`config.mk`:
```
export PLATFORM = sky130hd
export DESIGN_NAME = bwmv_mul
export DESIGN_NICKNAME = d
export VERILOG_FILES = /design/src/rtl/blocked_welford_mean_variance_defines.svh /design/src/rtl/bwmv_pkg.sv /design/src/rtl/bwmv_mul.sv
export SDC_FILE = /design/constraint.sdc
export NUM_CORES = 2
export LEC_CHECK = 0
export BUFFER_PORTS_ARGS = -buffer_cell sky130_fd_sc_hd__buf_4
export CAP_MARGIN = 20
export CORE_MARGIN = 4
export CORE_UTILIZATION = 65
export CTS_BUF_LIST = sky130_fd_sc_hd__clkbuf_16
export DETAILED_ROUTE_END_ITERATION = 10
export PLACE_DENSITY_LB_ADDON = 0.1
export SLEW_MARGIN = 20
export SYNTH_ARGS = -nofsm -noshare
export SYNTH_HDL_FRONTEND = slang
export SYNTH_SLANG_ARGS = --single-unit
```
`constraint.sdc`:
```
create_clock -name clk -period 12.85 [get_ports clk]
set_input_delay 2.57 -clock clk [delete_from_list [all_inputs] [get_ports clk]]
set_output_delay 2.57 -clock clk [all_outputs]
set_load 0.005 [all_outputs]
```
`src/rtl/blocked_welford_mean_variance_defines.svh`:
```
// Assertion macros shared by the RTL of the blocked Welford statistics block.
// Define ASSERT_OFF to compile the checks away; no other dependencies.
`ifndef BLOCKED_WELFORD_MEAN_VARIANCE_DEFINES_SVH
`define BLOCKED_WELFORD_MEAN_VARIANCE_DEFINES_SVH

`ifndef ASSERT_OFF
// Same-cycle implication on clk, disabled while rst is high.
`define BWMV_ASSERT_IMPL(label, cond, expr) \
  label: assert property (@(posedge clk) disable iff (rst) (cond) |-> (expr)) \
    else $error("%m: check failed");
// Next-cycle implication on clk, disabled while rst is high.
`define BWMV_ASSERT_NEXT(label, cond, expr) \
  label: assert property (@(posedge clk) disable iff (rst) (cond) |=> (expr)) \
    else $error("%m: check failed");
`else
`define BWMV_ASSERT_IMPL(label, cond, expr)
`define BWMV_ASSERT_NEXT(label, cond, expr)
`endif

`endif

```
`src/rtl/bwmv_pkg.sv`:
```
// Shared constants, codes, types and helper functions of the blocked Welford block.
// Used by the divider, the multiplier and the top level; no dependencies.
package bwmv_pkg;

  localparam int NUM_GENES   = 4096;
  localparam int NUM_BLOCKS  = 16;
  localparam int STORE_DEPTH = NUM_GENES * NUM_BLOCKS;
  localparam int ADDR_W      = $clog2(STORE_DEPTH);
  localparam int BLK_W       = (NUM_BLOCKS > 1) ? $clog2(NUM_BLOCKS) : 1;

  localparam int MEAN_W = 48;
  localparam int SSQ_W  = 64;
  localparam int CNT_W  = 32;
  localparam int WORD_W = MEAN_W + SSQ_W + CNT_W;

  localparam int DIV_W     = 96;
  localparam int DIVISOR_W = 32;
  localparam int STEP_W    = 7;
  localparam int MUL_PARTS = 4;

  // Item modes.
  localparam logic [1:0] MODE_VALUE    = 2'd0;
  localparam logic [1:0] MODE_END_CELL = 2'd1;
  localparam logic [1:0] MODE_REPORT   = 2'd2;

  // Transform modes.
  localparam logic [1:0] TM_RAW = 2'd0;
  localparam logic [1:0] TM_DIV = 2'd1;
  localparam logic [1:0] TM_LOG = 2'd2;

  // Configuration register indexes.
  localparam logic CFG_TRANSFORM_MODE = 1'b0;
  localparam logic CFG_PSEUDO_COUNT   = 1'b1;

  localparam logic [31:0]       PSEUDO_ONE = 32'h0001_0000;
  localparam logic [MEAN_W-1:0] MEAN_MAX   = 48'h7FFF_FFFF_FFFF;
  localparam logic [MEAN_W-1:0] MEAN_MIN   = 48'h8000_0000_0000;
  localparam logic [62:0]       VAR_MAX    = '1;

  typedef struct packed {
    logic [DIV_W-1:0]     dividend;
    logic [DIVISOR_W-1:0] divisor;
    logic [STEP_W-1:0]    steps;
  } div_req_t;

  typedef struct packed {
    logic [63:0] a;
    logic [63:0] b;
  } mul_req_t;

  typedef struct packed {
    logic busy;
    logic done;
  } unit_sts_t;

  function automatic logic [63:0] sat_add64(input logic [63:0] a, input logic [63:0] b);
    logic [64:0] s;
    s = {1'b0, a} + {1'b0, b};
    return s[64] ? '1 : s[63:0];
  endfunction

  // floor(p / 2^32), saturating at the 64-bit maximum.
  function automatic logic [63:0] shr32_sat(input logic [127:0] p);
    return (p[127:96] != 32'd0) ? '1 : p[95:32];
  endfunction

endpackage

```
`src/rtl/bwmv_mul.sv`:
```
// 64 by 64 multiplier built from four 32 by 32 partial products over cycles.
// Depends on bwmv_pkg for the request and status types.
module bwmv_mul (
  input  logic                clk,
  input  logic                rst,
  input  logic                start,
  input  bwmv_pkg::mul_req_t  req,
  output bwmv_pkg::unit_sts_t sts,
  output logic [127:0]        prod
);
  import bwmv_pkg::*;

  logic [63:0]  a_r;
  logic [63:0]  b_r;
  logic [2:0]   cnt;
  logic [63:0]  pp;
  logic [1:0]   pp_sh;
  logic         pp_vld;
  logic         busy;
  logic         done;
  logic [31:0]  a_part;
  logic [31:0]  b_part;
  logic [127:0] pp_add;

  assign a_part = cnt[1] ? a_r[63:32] : a_r[31:0];
  assign b_part = cnt[0] ? b_r[63:32] : b_r[31:0];
  assign sts    = '{busy: busy, done: done};

  always_comb begin
    case (pp_sh)
      2'd0:    pp_add = {64'd0, pp};
      2'd1:    pp_add = {32'd0, pp, 32'd0};
      default: pp_add = {pp, 64'd0};
    endcase
  end

  // One partial product is registered per cycle and added the cycle after.
  always_ff @(posedge clk) begin
    if (rst) begin
      busy   <= 1'b0;
      done   <= 1'b0;
      pp_vld <= 1'b0;
    end else begin
      // The done pulse lasts one cycle; the multiplier is idle while it is high.
      if (done) begin
        done <= 1'b0;
      end
      if (start) begin
        a_r    <= req.a;
        b_r    <= req.b;
        prod   <= '0;
        cnt    <= '0;
        busy   <= 1'b1;
        pp_vld <= 1'b0;
      end else if (busy) begin
        if (cnt != 3'(MUL_PARTS)) begin
          pp     <= {32'd0, a_part} * {32'd0, b_part};
          pp_sh  <= {1'b0, cnt[1]} + {1'b0, cnt[0]};
          pp_vld <= 1'b1;
          cnt    <= cnt + 1'b1;
        end else begin
          pp_vld <= 1'b0;
        end
        if (pp_vld) begin
          prod <= prod + pp_add;
        end
        if (cnt == 3'(MUL_PARTS) && pp_vld) begin
          busy <= 1'b0;
          done <= 1'b1;
        end
      end
    end
  end

endmodule

```
==> flow_summary_export.csv <==
group,metric,value,unit
sta,rsz0062_at_grt,"false",
setup_path,critPathMaxStageDelay,0.81,ns
final_layout,layout-drive-gt1-share,0.0902,
detailed_routing,ant_nets,0,
synthesis,syn_area,53000,um2
sta,period_share,0.787,
grt,grt_remaining_overflow,0,
sta,setup_viol,0,
clock_tree,path_clk_slew,0.06,ns
sta,max_slew_margin,0.185,
status,run_status,"complete, no violations",
place,io_buffers,260,
detailed_routing,drt_wl_total,177000,um
synthesis,ys_seq_area_frac,0.185,
die,rows,104,
setup_path,worst_path_most_repeated_cell,"fa_1",
clock_tree,ctsHoldBuffers,0,
clock_tree,root_buffer,"clkbuf_16",
die,io_pins,261,
synthesis,yosysUniqueCellTypes,77,
clock_tree,cts_resized,0,
clock_tree,cts_setup_buffers,0,
setup_path,required,13.23,ns
clock_tree,clk_latency,0.62,ns
clock_tree,cts_tree,"yes",
final_layout,nets,7246,
die,die_w,294,um
die,die_area,86200,um2
setup_path,crit_slowest_cell,"edfxtp_1",
synthesis,postSynthCellCount,5745,
clock_tree,cts_buffers,40,
synthesis,synth_warnings,0,
setup_path,crit_fanout,18,
detailed_routing,drc,0,
synthesis,syn_nets,7165,
sta,hold_viol_final,0,
setup_path,endpoint_kind,"register",
sta,tightest_slew,1.20,ns
setup_path,crit_arrival,10.48,ns
place,dp_hpwl,138000,um
detailed_routing,drtIter0Drc,4355,
flow_run,cap_violations,0,
grt,grt_util_all_layers,0.414,
sta,fin_worst_skew,0.0262,ns
place,gp_congestion,1.02,
die,core,80700,um2
final_layout,area_delta_synth_final,8.32,%
final_layout,postLayoutCellArea,57400,um2
synthesis,ys_ff_latch,328,
sta,slew_violations,0,
detailed_routing,firstDrtPassIters,6,
grt,antenna_found_initial,3,
final_layout,final_core_util,0.712,
setup_path,critPathLaunchType,"register",
detailed_routing,post_drt_wl_per_cell,25.6,um
place,place_area,56100,um2
worst_hold_path,hold_path.class,"reg -> reg",
grt,grt_pass1_vias,44300,
sta,fin_setup_tns,0,ns
synthesis,ys_async_sr_fraction,0,
synthesis,avgSynthCellArea,9.23,um2
detailed_routing,viasPerCell,6.22,
grt,grt_pass1_wl,265000,um
clock_tree,htreeDepth,2,
synthesis,synth-edff-count,325,
die,initial_core_util,0.657,
clock_tree,cts_buffer_depth,3,
synthesis,ys.flop_type,"edfxtp_1",
detailed_routing,num_vias,43000,
final_layout,n_fill_cell,6173,
grt,grt_max_degree,129,
setup_path,crit_type,"reg -> reg",
sta,fmaxAchievable,0.0989,GHz
die,dieHeight,294,um
clock_tree,clock-sinks,328,
sta,min_period,10.11,ns
[worst paths after layout]
kind,startpoint,to,slack [ns],cells past startpoint
setup / recovery,cnt[0],pp[63],2.74,28
hold / removal,pp_vld,done,0.49,2
setup reg to reg,cnt[0],pp[63],2.74,28
hold reg to reg,pp_vld,done,0.49,2
[sequential cells by signal, indices dropped and copies added (netlist names)]
register,flops
a_r,64
b_r,64
busy,1
cnt,3
done,1
pp,64
pp_sh,2
pp_vld,1
prod,128
[layout by cell type (no fill, tap or decap), drive strengths merged, types with 71 or more instances in the layout]
master    n
nand2   631
o21ai   139
nor2    856
a21o    125
nand4    82
fa      897
xnor2   101
mux2i    96
edfxtp  325
and2     71
a21oi   249
inv     932
xor2     72
buf     333
ha      392
[worst max-delay path, delay by kind of cell (launching register included)]
| family | cells | cell delay [ns] |
|---|---|---|
| adder cells (fa/ha/maj) | 9 | 4.47 |
| AO/OA/AOI/OAI | 10 | 2.86 |
| flip-flops | 1 | 0.81 |
| multiplexers | 1 | 0.76 |
| buffers and inverters | 5 | 0.58 |
| AND/OR/NAND/NOR | 2 | 0.26 |
| XOR/XNOR | 1 | 0.08 |
[per-stage QoR]
step                hold WS [ns]  setup slack [ns]  std cells
floorplan                  0.443              3.70       5745
global placement           0.461              2.93       6843
detailed placement         0.465              2.85       6843
CTS                        0.478              2.84       6914
global route               0.509              2.30       6915
finish                     0.489              2.74       6917
[layer usage]
metal	up-vias	wire, um	global-route usage
met5	-	13	0
met4	2	14100	0.245
met3	713	24100	0.140
met2	2998	75000	0.620
met1	20800	63700	0.527
li1	18500	-	-
[area by class of cell]
type                    count  area [um2]  share of cell area
diodes                      2        5.00           0.0000871
clock buffers              41        1030              0.0179
clock inverters            30         330             0.00575
inverters                 926        3480              0.0605
multi-input cells        4197       38900               0.677
flip-flops and latches    328        9820               0.171
well taps                1060        1330              0.0231
repair buffers            333        2540              0.0443
[cell families (layout without fill, tap and decap cells)]
kind of cell / Yosys count / count (layout) / share of synthesized area
mux: 165 / 165 / 0.0328
xor+xnor: 173 / 173 / 0.0286
fa+ha+maj: 1289 / 1289 / 0.431
other cells: 0 / 2 / 0
flops: 328 / 328 / 0.185
simple gates: 1816 / 1816 / 0.145
compound gates: 754 / 754 / 0.0910
buf+inv: 1220 / 1330 / 0.0867
[Yosys cell counts (24+ instances only)]
master / instances / area [um2]
inv_1: 926 / 3480
xnor2_1: 101 / 885
o21bai_1: 45 / 338
mux2i_1: 96 / 961
a22o_1: 34 / 298
nor2b_1: 32 / 200
and2_1: 71 / 444
buf_1: 24 / 90.1
a21oi_1: 249 / 1250
nor2_1: 855 / 3210
fa_1: 897 / 18000
nand4_1: 79 / 494
mux2_2: 68 / 766
xor2_1: 72 / 631
clkbuf_1: 260 / 976
o21ai_0: 124 / 621
ha_1: 392 / 4900
nand3_1: 34 / 170
nand2_1: 631 / 2370
a21o_1: 125 / 938
edfxtp_1: 325 / 9760
Power is left out: the tool's default activity adds up to more than one toggle a clock period on the data nets, which glitch-free logic cannot reach.
