===== src/rtl/blocked_welford_mean_variance_defines.svh =====
// Assertion macros shared by the RTL of the blocked Welford statistics block.
// Define ASSERT_OFF to compile the checks away; no other dependencies.
`ifndef BLOCKED_WELFORD_MEAN_VARIANCE_DEFINES_SVH
`define BLOCKED_WELFORD_MEAN_VARIANCE_DEFINES_SVH

`ifndef ASSERT_OFF
// Same-cycle implication on clk, disabled while rst is high.
`define BWMV_ASSERT_IMPL(label, cond, expr) \
  label: assert property (@(posedge clk) disable iff (rst) (cond) |-> (expr)) \
    else $error("%m: check failed");
// Next-cycle implication on clk, disabled while rst is high.
`define BWMV_ASSERT_NEXT(label, cond, expr) \
  label: assert property (@(posedge clk) disable iff (rst) (cond) |=> (expr)) \
    else $error("%m: check failed");
`else
`define BWMV_ASSERT_IMPL(label, cond, expr)
`define BWMV_ASSERT_NEXT(label, cond, expr)
`endif

`endif


===== src/rtl/bwmv_ram.sv =====
// Generic simple dual-port RAM with one write port and a registered read port.
// No dependencies.
module bwmv_ram #(
  parameter int WIDTH = 8,
  parameter int DEPTH = 16
) (
  input  logic                     clk,
  input  logic                     we,
  input  logic [$clog2(DEPTH)-1:0] waddr,
  input  logic [WIDTH-1:0]         wdata,
  input  logic [$clog2(DEPTH)-1:0] raddr,
  output logic [WIDTH-1:0]         rdata
);

  logic [WIDTH-1:0] mem [DEPTH];

  always_ff @(posedge clk) begin
    if (we) begin
      mem[waddr] <= wdata;
    end
    rdata <= mem[raddr];
  end

endmodule


===== config.mk =====
export PLATFORM = sky130hd
export DESIGN_NAME = bwmv_ram
export DESIGN_NICKNAME = d
export VERILOG_FILES = /design/src/rtl/blocked_welford_mean_variance_defines.svh /design/src/rtl/bwmv_ram.sv
export SDC_FILE = /design/constraint.sdc
export NUM_CORES = 1
export LEC_CHECK = 0
export BUFFER_PORTS_ARGS = -buffer_cell sky130_fd_sc_hd__buf_2
export CORE_UTILIZATION = 23
export CTS_CLUSTER_SIZE = 24
export DETAILED_ROUTE_END_ITERATION = 6
export GPL_TIMING_DRIVEN = 0
export SYNTH_ARGS = -nofsm -noshare
export SYNTH_HDL_FRONTEND = slang
export SYNTH_SLANG_ARGS = --single-unit

===== constraint.sdc =====
create_clock -name clk -period 1.6 [get_ports clk]
set_input_delay 0.08 -clock clk [delete_from_list [all_inputs] [get_ports clk]]
set_output_delay 0.08 -clock clk [all_outputs]
set_load 0.01 [all_outputs]

==> impl_metrics.tcl, run 1 <==
set metrics [dict create \
    cts_tree "yes" \
    crit_required_ps 1900 \
    drv_cap 0 \
    fin_setup_tns_ps 0 \
    netlist.top_cell.by_area "edfxtp_1" \
    vias 2383 \
    skew_ps 11.0 \
    cts_buffer_depth 2 \
    via_per_inst 4.22 \
    synth_area_leaders "edfxtp_1, mux4_2, mux4_1, dfxtp_1, a22oi_1" \
    start_util 0.235 \
    num_io_pins 26 \
    hold_violations 0 \
    cp_max_fo 1 \
    whs_ps 60.3 \
    min_path_type "in2reg" \
    cp.arrival_ps 1700 \
    gp_congestion 0.685 \
    fp.dieW_um 152 \
    std_cell_rows 54 \
    finalCritPeriodShare 0.874 \
    cts.hold.buffers_added 0 \
    antenna_found_initial 0 \
    port_buffers 24 \
    grtUsageMet3 0.0329 \
    final_net_count 290 \
    grt-ovfl-total 0 \
    start_kind "flip-flop" \
    post_drt_wl_per_cell_um 18.4 \
    core-area_um2 21900 \
    met2_usage 0.150 \
    rsz0062_at_grt "false" \
    avgSynthCellArea_um2 22.5 \
    path_clk_slew_ps 60 \
    ys_types 19 \
    antennaDiodeCount 0 \
    grtUsageTotal 0.0991 \
    grt_pass1_wl_um 15600 \
    synth_top_area_frac 0.747 \
    outcome "finished, final reports clean" \
    cts_buffers 17 \
    drc_errors 0 \
    syn-cell-area_um2 5150 \
    p_per_area_nw_per_um2 1310 \
    ys_seq_area_frac 0.778 \
    drive_gt1_frac 0.302 \
    num-fill-cells 2170 \
    synthTopCellsByCount "edfxtp_1, mux4_2, a22oi_1" \
    syn_nets 247 \
    synth_edf_count 128 \
    cts.repair.resized 1 \
    endpoint_kind "flip-flop" \
    max_slew_margin 0.194 \
    die_h_um 152 \
    p_leak_uw 0.00201 \
    multi_input_area_um2 1070 \
    htree_levels 4 \
    grt_pass1_vias 2520 \
    grt_max_degree 17 \
    dp.cells 533 \
    area_growth_syn_to_layout_pct 20.4 \
    drv_slew 0 \
    clkSinkCount 136 \
    period_needed_ps 1400 \
    setup_violations 0 \
    hpwl_um 6700 \
    yosysMostFrequentCell "edfxtp_1" \
    postRouteAntennaNets 0 \
    postCtsSetupBuffers 0 \
    synth_ff_type "edfxtp_1" \
    critPathKind "reg2reg" \
    top_usage_layer "met2" \
    dieArea_um2 23000 \
    yosys_register_bits 136 \
    tightest_slew_ps 1200 \
    root_buffer "clkbuf_16" \
    firstDrtPassIters 4 \
    drt-total-wl_um 10400 \
    synthArstFlopShare 0 \
    clock_latency_ps 430 \
    yosys_warnings 0 \
    first_iter_violations 341 \
    irDropWorstVdd_mv 0.744 \
    seq_area_um2 4000 \
    grt.met1_usage 0.132 \
    syn_inst 229 \
    stdcell_count 565 \
    max_clock_freq_ghz 0.715 \
]
## logic make-up (layout without fill, tap and decap cells)
| family | count (synthesis) | after routing | share of synthesized area |
|---|---|---|---|
| multiplexers | 32 | 32 | 0.150 |
| AND/OR/NAND/NOR | 35 | 35 | 0.0318 |
| flip-flops | 136 | 136 | 0.778 |
| buffers and inverters | 10 | 66 | 0.0168 |
| AO/OA/AOI/OAI | 16 | 16 | 0.0233 |
## critical path: stages, from the launching register on
cell and delay (ps):
edfxtp_1 370, mux4_2 480, a22oi_1 320, nand2_1 100
## registers in the layout, summed over array words and instances (netlist names)
| register | flops |
|---|---|
| mem | 128 |
| rdata | 8 |
## where the power goes
group | leakage (uW) | internal [uW] | switching (uW)
logic | 0.000517 | 159 | 234
registers | 0.00122 | 3980 | 18.3
clock network | 0.000269 | 2170 | 1560
## area by class of cell
class / instances / share of cell area
plain buffers: 10 / 0.0139
multi-input cells: 83 / 0.172
repair buffers: 24 / 0.0194
well taps: 280 / 0.0565
clock inverters: 14 / 0.0226
clock buffers: 18 / 0.0693
flip-flops and latches: 136 / 0.646
## routing by layer
metal  part of all wire  routed length, um
met1               0.46               4800
met2               0.47               4910
met3              0.053                552
met4              0.011                109
met5                  0                  0
## cells in the final DEF, fill, tap and decap left out, types with 2 or more instances in the layout
master,Yosys,routed
edfxtp_1,128,128
buf_2,3,27
mux4_2,18,18
clkbuf_16,0,17
a22oi_1,16,16
mux4_1,14,14
nor2_1,13,13
nand2_1,9,9
dfxtp_1,8,8
inv_6,0,7
buf_6,3,3
clkdlybuf4s25_2,3,3
clkinv_4,0,3
clkinvlp_4,0,3
nand3b_1,2,2
nor3_2,0,2
nand2b_1,2,2
nor3_1,4,2
## final timing paths
path / slack (ps) / cells past startpoint / start / to
hold reg to reg: 680 / 3 / mem[11][3]$_DFFE_PP_ / rdata[3]$_DFF_P_
setup reg to reg: 200 / 3 / mem[3][7]$_DFFE_PP_ / rdata[7]$_DFF_P_
hold / removal: 60 / 1 / wdata[2] / mem[12][2]$_DFFE_PP_
setup / recovery: 200 / 3 / mem[3][7]$_DFFE_PP_ / rdata[7]$_DFF_P_
## per-stage QoR
stage | cell area [um^2] | total power, uW | worst slack [ps] | utilization
floorplan | 5150 | 4290 | 27.1 | -
CTS | 6190 | 8180 | 68.9 | 0.283
global placement | 5620 | 4460 | -558 | 0.257
global route | 6200 | 8370 | 126 | 0.283
finish | 6200 | 8130 | 202 | 0.283
detailed placement | 5620 | 4480 | -565 | 0.257
(Power assumes the default switching activity.)
==> run 2: changes to the inputs <==
--- a/config.mk
+++ b/config.mk
@@ -5,11 +5,12 @@
 export SDC_FILE = /design/constraint.sdc
 export NUM_CORES = 1
 export LEC_CHECK = 0
-export BUFFER_PORTS_ARGS = -buffer_cell sky130_fd_sc_hd__buf_2
+export BUFFER_PORTS_ARGS = -buffer_cell sky130_fd_sc_hd__buf_4
 export CORE_UTILIZATION = 23
 export CTS_CLUSTER_SIZE = 24
 export DETAILED_ROUTE_END_ITERATION = 6
 export GPL_TIMING_DRIVEN = 0
+export SKIP_LAST_GASP = 1
 export SYNTH_ARGS = -nofsm -noshare
 export SYNTH_HDL_FRONTEND = slang
 export SYNTH_SLANG_ARGS = --single-unit
==> impl_metrics.tcl, run 2 (synthesized netlist as in run 1, its figures left out) <==
set metrics [dict create \
    outcome "finished, final reports clean" \
    setup_ws_ps 185 \
    fp.dieW_um 152 \
    pwr-share-clk 0.466 \
    min_path_type "in2reg" \
    area_growth_syn_to_layout_pct 23.2 \
    largestRegisters "mem x128, rdata x8" \
    top_register "mem" \
    critPathKind "reg2reg" \
    p_leak_uw 0.00207 \
    num_io_pins 26 \
    drt-total-wl_um 10300 \
    start_kind "flip-flop" \
    cp.depth 3 \
    start_util 0.235 \
    tightest_slew_ps 1220 \
    dieArea_um2 23000 \
    rsz0062_at_grt "false" \
    period_needed_ps 1410 \
    cp.arrival_ps 1710 \
    p_per_area_nw_per_um2 1310 \
    slowest_delay_ps 580 \
    drive_gt1_frac 0.291 \
    irDropWorstVdd_mv 0.671 \
    cp_max_fo 1 \
    final_common_cell "edfxtp_1" \
    via_per_inst 4.23 \
    hpwl_um 6690 \
    max_clock_freq_ghz 0.707 \
    cp_slowest_cell "mux4_1" \
    gp_congestion 0.689 \
    postRouteAntennaNets 0 \
    root_buffer "clkbuf_16" \
    p_sw_frac 0.216 \
    largest_register_ff_count 128 \
    cp.buffers_inverters 0 \
    dp_slack_ps -557 \
    path_delay_family "multiplexers" \
    setup_violations 0 \
    power_uw 8300 \
    path_clk_slew_ps 60 \
    r2r_start "mem[5][3]$_DFFE_PP_" \
    final_area_um2 6340 \
    vias 2419 \
    grtUsageTotal 0.0994 \
    cts_buffer_depth 2 \
    htree_levels 4 \
    std_cell_rows 54 \
    r2r_slack_ps 190 \
    endpoint "rdata[3]$_DFF_P_" \
    crit_required_ps 1890 \
    reg2reg_to "rdata[3]$_DFF_P_" \
    drv_cap 0 \
    grt-ovfl-total 0 \
    p_int_uw 6500 \
    startpoint "mem[5][3]$_DFFE_PP_" \
    first_iter_violations 316 \
    endpoint_kind "flip-flop" \
    skew_ps 8.04 \
    cp_cell_sequence "mux4_1 > a22oi_1 > nand2_1" \
    port_buffers 24 \
    finalCritPeriodShare 0.884 \
    antenna_found_initial 0 \
    clock_latency_ps 420 \
    switchingPower_uw 1790 \
    final_net_count 297 \
    whs_path_depth 1 \
    clkSinkCount 136 \
    antennaDiodeCount 0 \
    place_area_um2 5680 \
    hold_violations 0 \
    core-area_um2 21900 \
    drv_slew 0 \
    post_drt_wl_per_cell_um 18.0 \
    postCtsSetupBuffers 0 \
    rr_worst_depth 3 \
    drc_errors 0 \
    p_comb_frac 0.052 \
    cts_buffers 17 \
    grt_pass1_vias 2515 \
    grt_max_degree 17 \
    max_slew_margin 0.178 \
    final_cell_mix "edfxtp_1, buf_4, mux4_2" \
    die_h_um 152 \
    cts_tree "yes" \
    grt_pass1_wl_um 15800 \
    firstDrtPassIters 4 \
    num-fill-cells 2154 \
    seqPwrFrac 0.482 \
]
==> run 2: routing by layer <==
layer,global-route usage,part of all wire,vias to the layer above
li1,-,-,1076
met1,0.138,0.45,1248
met2,0.146,0.46,79
met3,0.0296,0.073,16
met4,0.0356,0.012,0
met5,0,0,-
==> run 2: area by class of cell <==
type	count	area, um^2	area share
Clock inverter	14	161	0.0254
Clock buffer	18	429	0.0677
Multi-Input combinational cell	83	1060	0.167
Buffer	10	86.3	0.0136
Timing Repair Buffer	31	250	0.0394
Sequential cell	136	4000	0.631
Tap cell	280	350	0.0552
==> run 2: timing repair <==
item / in CTS / in global routing
hold buffers: 7 / 0
setup endpoints to repair: 8 / 0
hold endpoints to repair: 89 / 0
resized for setup: 1 / 0
==> run 2: power by group through the flow <==
stage / combinational, uW / sequential [uW] / clock, uW
floorplan: 202 / 4090 / 0
global placement: 410 / 4080 / 0
detailed placement: 421 / 4080 / 0
CTS: 437 / 4000 / 3940
global route: 467 / 4010 / 4090
finish: 428 / 4000 / 3870
==> run 2: through the flow <==
stage	util	std cells	setup TNS, ps	hold slack [ps]
2_1_floorplan	-	229	0	179
6_report	0.290	572	0	27.0
3_5_place_dp	0.259	533	-14560	413
4_1_cts	0.290	572	0	13.1
3_3_place_gp	0.259	533	-13350	389
5_1_grt	0.290	572	0	30.7
==> run 2: how the worst min path moves through the flow <==
| stage | to | from |
|---|---|---|
| 2_1_floorplan | mem[0][0]$_DFFE_PP_ | wdata[0] |
| 3_3_place_gp | mem[6][6]$_DFFE_PP_ | wdata[6] |
| 3_5_place_dp | mem[6][6]$_DFFE_PP_ | wdata[6] |
| 4_1_cts | mem[2][7]$_DFFE_PP_ | wdata[7] |
| 5_1_grt | mem[6][7]$_DFFE_PP_ | wdata[7] |
| 6_report | mem[6][7]$_DFFE_PP_ | wdata[7] |
