$ cat src/rtl/blocked_welford_mean_variance_defines.svh
// Assertion macros shared by the RTL of the blocked Welford statistics block.
// Define ASSERT_OFF to compile the checks away; no other dependencies.
`ifndef BLOCKED_WELFORD_MEAN_VARIANCE_DEFINES_SVH
`define BLOCKED_WELFORD_MEAN_VARIANCE_DEFINES_SVH

`ifndef ASSERT_OFF
// Same-cycle implication on clk, disabled while rst is high.
`define BWMV_ASSERT_IMPL(label, cond, expr) \
  label: assert property (@(posedge clk) disable iff (rst) (cond) |-> (expr)) \
    else $error("%m: check failed");
// Next-cycle implication on clk, disabled while rst is high.
`define BWMV_ASSERT_NEXT(label, cond, expr) \
  label: assert property (@(posedge clk) disable iff (rst) (cond) |=> (expr)) \
    else $error("%m: check failed");
`else
`define BWMV_ASSERT_IMPL(label, cond, expr)
`define BWMV_ASSERT_NEXT(label, cond, expr)
`endif

`endif

$ cat src/rtl/bwmv_pkg.sv
// Shared constants, codes, types and helper functions of the blocked Welford block.
// Used by the divider, the multiplier and the top level; no dependencies.
package bwmv_pkg;

  localparam int NUM_GENES   = 4096;
  localparam int NUM_BLOCKS  = 16;
  localparam int STORE_DEPTH = NUM_GENES * NUM_BLOCKS;
  localparam int ADDR_W      = $clog2(STORE_DEPTH);
  localparam int BLK_W       = (NUM_BLOCKS > 1) ? $clog2(NUM_BLOCKS) : 1;

  localparam int MEAN_W = 48;
  localparam int SSQ_W  = 64;
  localparam int CNT_W  = 32;
  localparam int WORD_W = MEAN_W + SSQ_W + CNT_W;

  localparam int DIV_W     = 96;
  localparam int DIVISOR_W = 32;
  localparam int STEP_W    = 7;
  localparam int MUL_PARTS = 4;

  // Item modes.
  localparam logic [1:0] MODE_VALUE    = 2'd0;
  localparam logic [1:0] MODE_END_CELL = 2'd1;
  localparam logic [1:0] MODE_REPORT   = 2'd2;

  // Transform modes.
  localparam logic [1:0] TM_RAW = 2'd0;
  localparam logic [1:0] TM_DIV = 2'd1;
  localparam logic [1:0] TM_LOG = 2'd2;

  // Configuration register indexes.
  localparam logic CFG_TRANSFORM_MODE = 1'b0;
  localparam logic CFG_PSEUDO_COUNT   = 1'b1;

  localparam logic [31:0]       PSEUDO_ONE = 32'h0001_0000;
  localparam logic [MEAN_W-1:0] MEAN_MAX   = 48'h7FFF_FFFF_FFFF;
  localparam logic [MEAN_W-1:0] MEAN_MIN   = 48'h8000_0000_0000;
  localparam logic [62:0]       VAR_MAX    = '1;

  typedef struct packed {
    logic [DIV_W-1:0]     dividend;
    logic [DIVISOR_W-1:0] divisor;
    logic [STEP_W-1:0]    steps;
  } div_req_t;

  typedef struct packed {
    logic [63:0] a;
    logic [63:0] b;
  } mul_req_t;

  typedef struct packed {
    logic busy;
    logic done;
  } unit_sts_t;

  function automatic logic [63:0] sat_add64(input logic [63:0] a, input logic [63:0] b);
    logic [64:0] s;
    s = {1'b0, a} + {1'b0, b};
    return s[64] ? '1 : s[63:0];
  endfunction

  // floor(p / 2^32), saturating at the 64-bit maximum.
  function automatic logic [63:0] shr32_sat(input logic [127:0] p);
    return (p[127:96] != 32'd0) ? '1 : p[95:32];
  endfunction

endpackage

$ cat src/rtl/bwmv_div.sv
// Shared restoring divider, one quotient bit per cycle.
// Depends on bwmv_pkg for the request and status types.
module bwmv_div (
  input  logic                         clk,
  input  logic                         rst,
  input  logic                         start,
  input  bwmv_pkg::div_req_t           req,
  output bwmv_pkg::unit_sts_t          sts,
  output logic [bwmv_pkg::DIV_W-1:0]   quo
);
  import bwmv_pkg::*;

  logic [DIVISOR_W-1:0] dvs;
  logic [DIVISOR_W-1:0] rem;
  logic [STEP_W-1:0]    cnt;
  logic                 busy;
  logic                 done;
  logic [DIVISOR_W:0]   shifted;
  logic                 ge;

  // The dividend sits left aligned in quo; its bits shift out at the top while
  // quotient bits enter at the bottom.
  assign shifted = {rem, quo[DIV_W-1]};
  assign ge      = shifted >= {1'b0, dvs};
  assign sts     = '{busy: busy, done: done};

  always_ff @(posedge clk) begin
    if (rst) begin
      busy <= 1'b0;
      done <= 1'b0;
    end else begin
      // The done pulse lasts one cycle; the divider is idle while it is high.
      if (done) begin
        done <= 1'b0;
      end
      if (start) begin
        busy <= 1'b1;
        quo  <= req.dividend;
        dvs  <= req.divisor;
        rem  <= '0;
        cnt  <= req.steps;
      end else if (busy) begin
        rem <= ge ? DIVISOR_W'(shifted - {1'b0, dvs}) : shifted[DIVISOR_W-1:0];
        quo <= {quo[DIV_W-2:0], ge};
        cnt <= cnt - 1'b1;
        if (cnt == STEP_W'(1)) begin
          busy <= 1'b0;
          done <= 1'b1;
        end
      end
    end
  end

endmodule

$ cat config.mk
export PLATFORM = sky130hd
export DESIGN_NAME = bwmv_div
export DESIGN_NICKNAME = d
export VERILOG_FILES = /design/src/rtl/blocked_welford_mean_variance_defines.svh /design/src/rtl/bwmv_pkg.sv /design/src/rtl/bwmv_div.sv
export SDC_FILE = /design/constraint.sdc
export NUM_CORES = 1
export LEC_CHECK = 0
export BUFFER_PORTS_ARGS = -buffer_cell sky130_fd_sc_hd__buf_2
export CAP_MARGIN = 30
export CORE_MARGIN = 2
export CORE_UTILIZATION = 26
export DETAILED_ROUTE_END_ITERATION = 8
export PLACE_DENSITY = 0.44
export SKIP_LAST_GASP = 1
export SYNTH_ARGS = -nofsm -noshare
export SYNTH_HDL_FRONTEND = slang
export SYNTH_SLANG_ARGS = --single-unit
$ cat constraint.sdc
create_clock -name clk -period 8.9 [get_ports clk]
set_clock_uncertainty 0.15 [all_clocks]
set_input_delay 0.445 -clock clk [delete_from_list [all_inputs] [get_ports clk]]
set_output_delay 0.445 -clock clk [all_outputs]
set_load 0.02 [all_outputs]
==> impl_metrics.py, run 1 <==
metrics = {
    "synth": {
        "synth-main-ff-cell": "edfxtp_1",
        "async_flop_share_pct": 0,
        "avgSynthCellArea_um2": 12.6,
        "yosys_warnings": 0,
        "syn_area_um2": 8960,
        "synth_cells": 714,
        "ys_ff_latch": 169,
        "synth_edf_count": 167,
        "synth_cell_types": 62,
        "ys_seq_area_share_pct": 56.4,
        "synth_nets": 887,
    },
    "timing": {
        "tns_ns": 0,
        "finalWorstSetupSlack_ns": 5.36,
        "slew_headroom_pct": 44.3,
        "tightest_slew_ns": 0.835,
        "period_needed_ns": 3.54,
        "timing.final.max_slew_violations": 0,
        "hold_violations": 0,
        "clock.fmax_ghz": 0.283,
        "fin_crit_sh_pct": 39.8,
        "rsz0062_at_grt": "false",
        "setup_violations": 0,
    },
    "worst_setup_path": {
        "crit_type": "reg2reg",
        "crit_fanout": 24,
        "cpPeakStageDelay_ns": 0.45,
        "critPathArrivalTime_ns": 3.65,
        "slowest_stage": "a21o_1",
        "ff2ff_path_depth": 10,
        "worstPathRequired_ns": 9.01,
        "end_kind": "flip-flop",
        "crit_path_start_kind": "flip-flop",
        "worstPathCellList": "ha_1, and2_1, nand2_1, nor3_1, a31oi_1, o21ai_0, a21o_1, buf_4, nand2_2, o32ai_1",
    },
    "floorplan": {
        "fp.dieArea_um2": 36000,
        "core_area_um2": 34300,
        "die_x_um": 190,
        "die_h_um": 190,
        "io_pins": 236,
        "rows": 68,
        "initial_core_util_pct": 26.1,
    },
    "finish": {
        "drive_above_1_share_pct": 41.0,
        "nets": 1117,
        "nFillCells": 3486,
        "regArea_um2": 5050,
        "stdcell_count": 1416,
        "multi_input_area_um2": 3570,
        "final_common_cell": "buf_2",
        "area_growth_pct": 25.3,
        "layout_common_cells": "buf_2, edfxtp_1, mux2_2",
        "final_cell_area_um2": 11200,
    },
    "global_route": {
        "grt_pass1_wl_um": 39400,
        "grt_pass1_vias": 6909,
        "grt-ovfl-total": 0,
        "track_usage_pct": 14.4,
        "grt_max_degree": 63,
        "antenna_found_initial": 11,
    },
    "placement": {
        "place_congestion": 0.814,
        "place_area_um2": 10600,
        "place_inst": 1379,
        "hpwl_um": 18700,
        "port_buffers": 235,
        "place_ws_ns": 5.21,
    },
    "drt": {
        "wl_per_cell_um": 17.8,
        "drtAntennaViolNets": 0,
        "first_pass_iters": 5,
        "via_count": 6432,
        "routed_wirelength_um": 25200,
        "first_iter_violations": 297,
        "vias_per_cell": 4.54,
        "drc_errors": 0,
    },
    "cts": {
        "clk_pin_slew_ns": 0.07,
        "cts_buffer_depth": 2,
        "tritoncts": "built",
        "cts_root_buffer": "clkbuf_16",
        "clock_sink_count": 169,
        "cts_setup_buffers": 0,
        "h-tree-depth": 4,
        "numCtsBuffers": 17,
        "insertion_delay_ns": 0.44,
    },
    "run": {
        "cap_viol_max_count": 0,
    },
    "power": {
        "leakagePower_nw": 4.51,
        "power_density_nw_per_um2": 200,
        "irDropWorstVdd_mv": 0.135,
    },
    "min_path": {
        "hp-class": "in2reg",
        "holdPathStages": 1,
    },
    "outcome": {
        "outcome": "completed",
    },
}
[layer usage]
metal | global-route usage (%) | wire length [um] | vias to the layer above
met3 | 6.66 | 2310 | 26
met4 | 4.03 | 306 | 12
met5 | 0 | 69 | -
met2 | 23.6 | 11900 | 222
met1 | 17.0 | 10700 | 3030
li1 | - | - | 3142
[stage by stage]
stage / power (mW) / utilization, % / hold WS [ns]
after floorplan: 1.36 / - / 0.329
after global placement: 1.50 / 30.9 / 0.403
after detailed placement: 1.50 / 31.0 / 0.399
after CTS: 2.29 / 32.7 / 0.000277
after global routing: 2.37 / 32.8 / 0.00198
final: 2.25 / 32.8 / 0.0283
[path summary, 6_finish.rpt]
kind              endpoint  slack, ns    start
setup / recovery   rem[30]       5.36  rem[21]
hold / removal     dvs[30]       0.03  req[37]
setup reg to reg   rem[30]       5.36  rem[21]
hold reg to reg       done       0.39     busy
[logic make-up (layout without fill, tap and decap cells)]
family	count (synthesis)	after routing	synth area share (%)
DFF	169	169	56.4
AOI/OAI and AO/OA	156	156	12.3
and+or+nand+nor	155	155	7.98
muxes	98	98	12.3
buffers and inverters	79	322	3.92
adders and majority gates	35	35	4.97
xor gates and xnor gates	22	22	2.15
other	0	4	0
[final cells by class]
cell class / count / area share [%]
diodes: 4 / 0.0891
clock buffers: 19 / 3.85
clock inverters: 13 / 1.39
inverters: 47 / 1.57
multi-input cells: 466 / 31.8
flip-flops and latches: 169 / 45.0
well taps: 455 / 5.07
repair buffers: 243 / 11.2
[repair_timing]
action / in CTS / in global routing
endpoints found under the hold margin: 1 / 0
resized for setup: 0 / 0
hold buffers: 1 / 0
[power by group]
part	switching, mW	internal (mW)
clock	0.349	0.423
combinational	0.297	0.198
sequential	0.0307	0.955
[state kept, by name, indices dropped and copies added, names as in the netlist]
name	count
rem	32
busy	1
cnt	7
done	1
dvs	32
quo	96
[synth_stat cells (10+ instances only)]
| library cell | number | area (um^2) |
|---|---|---|
| o21ai_0 | 24 | 120 |
| xnor2_1 | 12 | 105 |
| a21o_1 | 18 | 135 |
| xor2_1 | 10 | 87.6 |
| a21oi_1 | 41 | 205 |
| clkbuf_1 | 19 | 71.3 |
| nand2_1 | 67 | 251 |
| mux2_2 | 96 | 1080 |
| ha_1 | 34 | 425 |
| nor2_1 | 34 | 128 |
| edfxtp_1 | 167 | 5010 |
| inv_1 | 47 | 176 |
| nor3_1 | 12 | 60.1 |
[critical path: cells and delay by family (launching register included)]
kind | cells | cell delay (ns)
flops | 1 | 0.39
fa+ha+maj | 1 | 0.40
compound gates | 4 | 1.11
simple gates | 4 | 0.89
buf+inv | 1 | 0.39
(Power assumes the default switching activity.)
==> run 2: changes to the inputs <==
- ABC_AREA: unset -> 1
- clock period: 8.9 -> 3.5 ns (I/O delays scaled with it)
==> impl_metrics.py, run 2 <==
metrics = {
    "drt": {
        "drtAntennaViolNets": 0,
        "first_pass_iters": 4,
        "wl_met1_um": 14200,
        "first_iter_violations": 536,
        "drc_errors": 0,
        "wl_per_cell_um": 14.4,
        "top_layer": "met4",
        "vias_per_cell": 4.14,
        "via_count": 8866,
        "met2WireLength_um": 14300,
        "routed_wirelength_um": 30900,
        "wl_met3_um": 1900,
    },
    "placement": {
        "place_area_um2": 11700,
        "port_buffers": 235,
        "place_congestion": 0.897,
        "hpwl_um": 22200,
    },
    "synth": {
        "yosysMostFrequentCell": "nand2_1",
        "syn_area_um2": 9900,
        "ys_ff_latch": 169,
        "synth_cell_types": 35,
        "async_flop_share_pct": 0,
        "ys_top_cells_by_count": "nand2_1, inv_1, edfxtp_1",
        "yosys_warnings": 0,
        "synth_edf_count": 167,
        "synth_nets": 1431,
        "synth_cells": 1258,
        "yosysTopAreaCell": "edfxtp_1",
        "synth_top_area_share_pct": 50.7,
        "synth_area_leaders": "edfxtp_1, nand2_1, inv_1",
        "ys_seq_area_share_pct": 51.1,
        "synth-main-ff-cell": "edfxtp_1",
        "avgSynthCellArea_um2": 7.87,
    },
    "power": {
        "p_seq_share_pct": 43.0,
        "leakagePower_nw": 6.78,
        "total_power_mw": 5.81,
        "irDropWorstVdd_mv": 0.371,
        "p_comb_share_pct": 25.3,
        "power.switching_mw": 1.88,
        "cell_internal_pwr_mw": 3.94,
        "clkPwrFrac_pct": 31.7,
        "p_sw_share_pct": 32.3,
        "power_density_nw_per_um2": 428,
    },
    "worst_setup_path": {
        "worstPathRequired_ns": 3.65,
        "r2r_end": "rem[29]",
        "rrSetupSlack_ns": 0.77,
        "ff2ff_path_depth": 14,
        "r2r_start": "rem[22]",
        "crit_fanout": 25,
        "crit_type": "reg2reg",
        "end_kind": "flip-flop",
        "crit_path_start_kind": "flip-flop",
        "critPathArrivalTime_ns": 2.88,
    },
    "finish": {
        "final_cell_area_um2": 13600,
        "nets": 1791,
        "final_common_cell": "nand2_1",
        "top_register": "quo",
        "layout_common_cells": "nand2_1, buf_2, inv_1",
        "area_growth_pct": 37.1,
        "nFillCells": 4001,
        "largest_reg_flops": 96,
        "top_regs": "quo x96, dvs x32, rem x32",
        "drive_above_1_share_pct": 18.3,
    },
    "floorplan": {
        "core_area_um2": 37600,
        "initial_core_util_pct": 26.3,
        "fp.dieArea_um2": 39600,
        "rows": 71,
        "io_pins": 236,
        "die_x_um": 199,
        "die_h_um": 199,
    },
    "timing": {
        "rsz0062_at_grt": "false",
        "period_needed_ns": 2.73,
        "clock.fmax_ghz": 0.366,
        "slew_headroom_pct": 39.9,
        "tns_ns": 0,
        "tightest_slew_ns": 0.902,
        "timing.final.max_slew_violations": 0,
        "fin_crit_sh_pct": 78.0,
        "hold_violations": 0,
        "setup_violations": 0,
    },
    "cts": {
        "insertion_delay_ns": 0.44,
        "hold_buffers": 136,
        "clock_sink_count": 169,
        "h-tree-depth": 4,
        "clk_pin_slew_ns": 0.07,
        "tritoncts": "built",
        "post_cts_resized": 0,
        "cts_buffer_depth": 2,
        "numCtsBuffers": 17,
        "cts_root_buffer": "clkbuf_16",
        "cts_setup_buffers": 0,
    },
    "global_route": {
        "grt_max_degree": 136,
        "grt_pass1_wl_um": 48700,
        "antenna_found_initial": 2,
        "track_usage_pct": 15.9,
        "grt_pass1_vias": 9144,
        "grt-ovfl-total": 0,
    },
    "min_path": {
        "hp-class": "in2reg",
        "whs_endpoint": "done",
        "holdPathStages": 3,
        "hp-start": "start",
    },
    "run": {
        "cap_viol_max_count": 0,
    },
    "outcome": {
        "outcome": "completed",
    },
}
-- run 2: power by group through the flow --
stage	sequential [mW]	combinational, mW	clock (mW)
floorplan	2.62	0.851	0
global placement	2.54	1.36	0
detailed placement	2.54	1.36	0
CTS	2.50	1.49	1.90
global route	2.52	1.67	1.98
finish	2.50	1.47	1.84
-- run 2: how the worst max path moves through the flow --
stage               cells after the start       to     from  slack [ns]
floorplan                               4   cnt[0]    start        0.02
global placement                       11   quo[0]  rem[14]        0.79
detailed placement                     12  rem[29]   rem[9]        0.77
CTS                                    12  rem[29]   rem[9]        0.75
global route                           14  rem[28]  rem[19]        0.54
finish                                 14  rem[29]  rem[22]        0.77
-- run 2: kinds of logic (layout without fill, tap and decap cells) --
group | Yosys count | after routing | synth area share [%]
compound gates | 31 | 31 | 1.71
xor+xnor | 18 | 18 | 1.59
fa+ha+maj | 35 | 35 | 4.50
buf+inv | 214 | 587 | 8.66
flops | 169 | 169 | 51.1
other cells | 0 | 2 | 0
simple gates | 791 | 791 | 32.5
-- run 2: routing by layer --
layer | global-route usage, % | vias up
met5 | 0 | -
met4 | 4.39 | 0
met3 | 4.39 | 15
met2 | 26.0 | 213
met1 | 20.7 | 4008
li1 | - | 4630
-- run 2: cell type report --
| class | count | area, um^2 | area share, % |
|---|---|---|---|
| clock buffers | 20 | 457 | 3.37 |
| clock inverters | 12 | 95.1 | 0.701 |
| repair buffers | 377 | 2640 | 19.4 |
| inverters | 178 | 676 | 4.98 |
| well taps | 511 | 639 | 4.71 |
| multi-input cells | 875 | 4010 | 29.5 |
| flip-flops and latches | 169 | 5050 | 37.3 |
| diodes | 2 | 5.00 | 0.0369 |
-- run 2: critical path, cell delays in order, from the launching register on --
cell,delay (ns)
edfxtp_1,0.41
ha_1,0.37
nand2_1,0.15
inv_1,0.05
nand2_1,0.06
nand2_1,0.07
inv_1,0.05
nand2_1,0.06
nand2_1,0.07
nand3_2,0.09
inv_4,0.32
nand2_8,0.17
inv_4,0.37
nor2_1,0.11
nor2_1,0.10
-- run 2: per-stage QoR --
stage,util (%),std cells,setup slack [ns],hold slack [ns]
after detailed placement,31.0,1974,0.765,0.204
after global routing,36.1,2144,0.540,0.182
after floorplan,-,1258,0.0180,0.102
after CTS,36.1,2142,0.753,0.140
final,36.1,2144,0.771,0.156
after global placement,30.9,1972,0.795,0.204
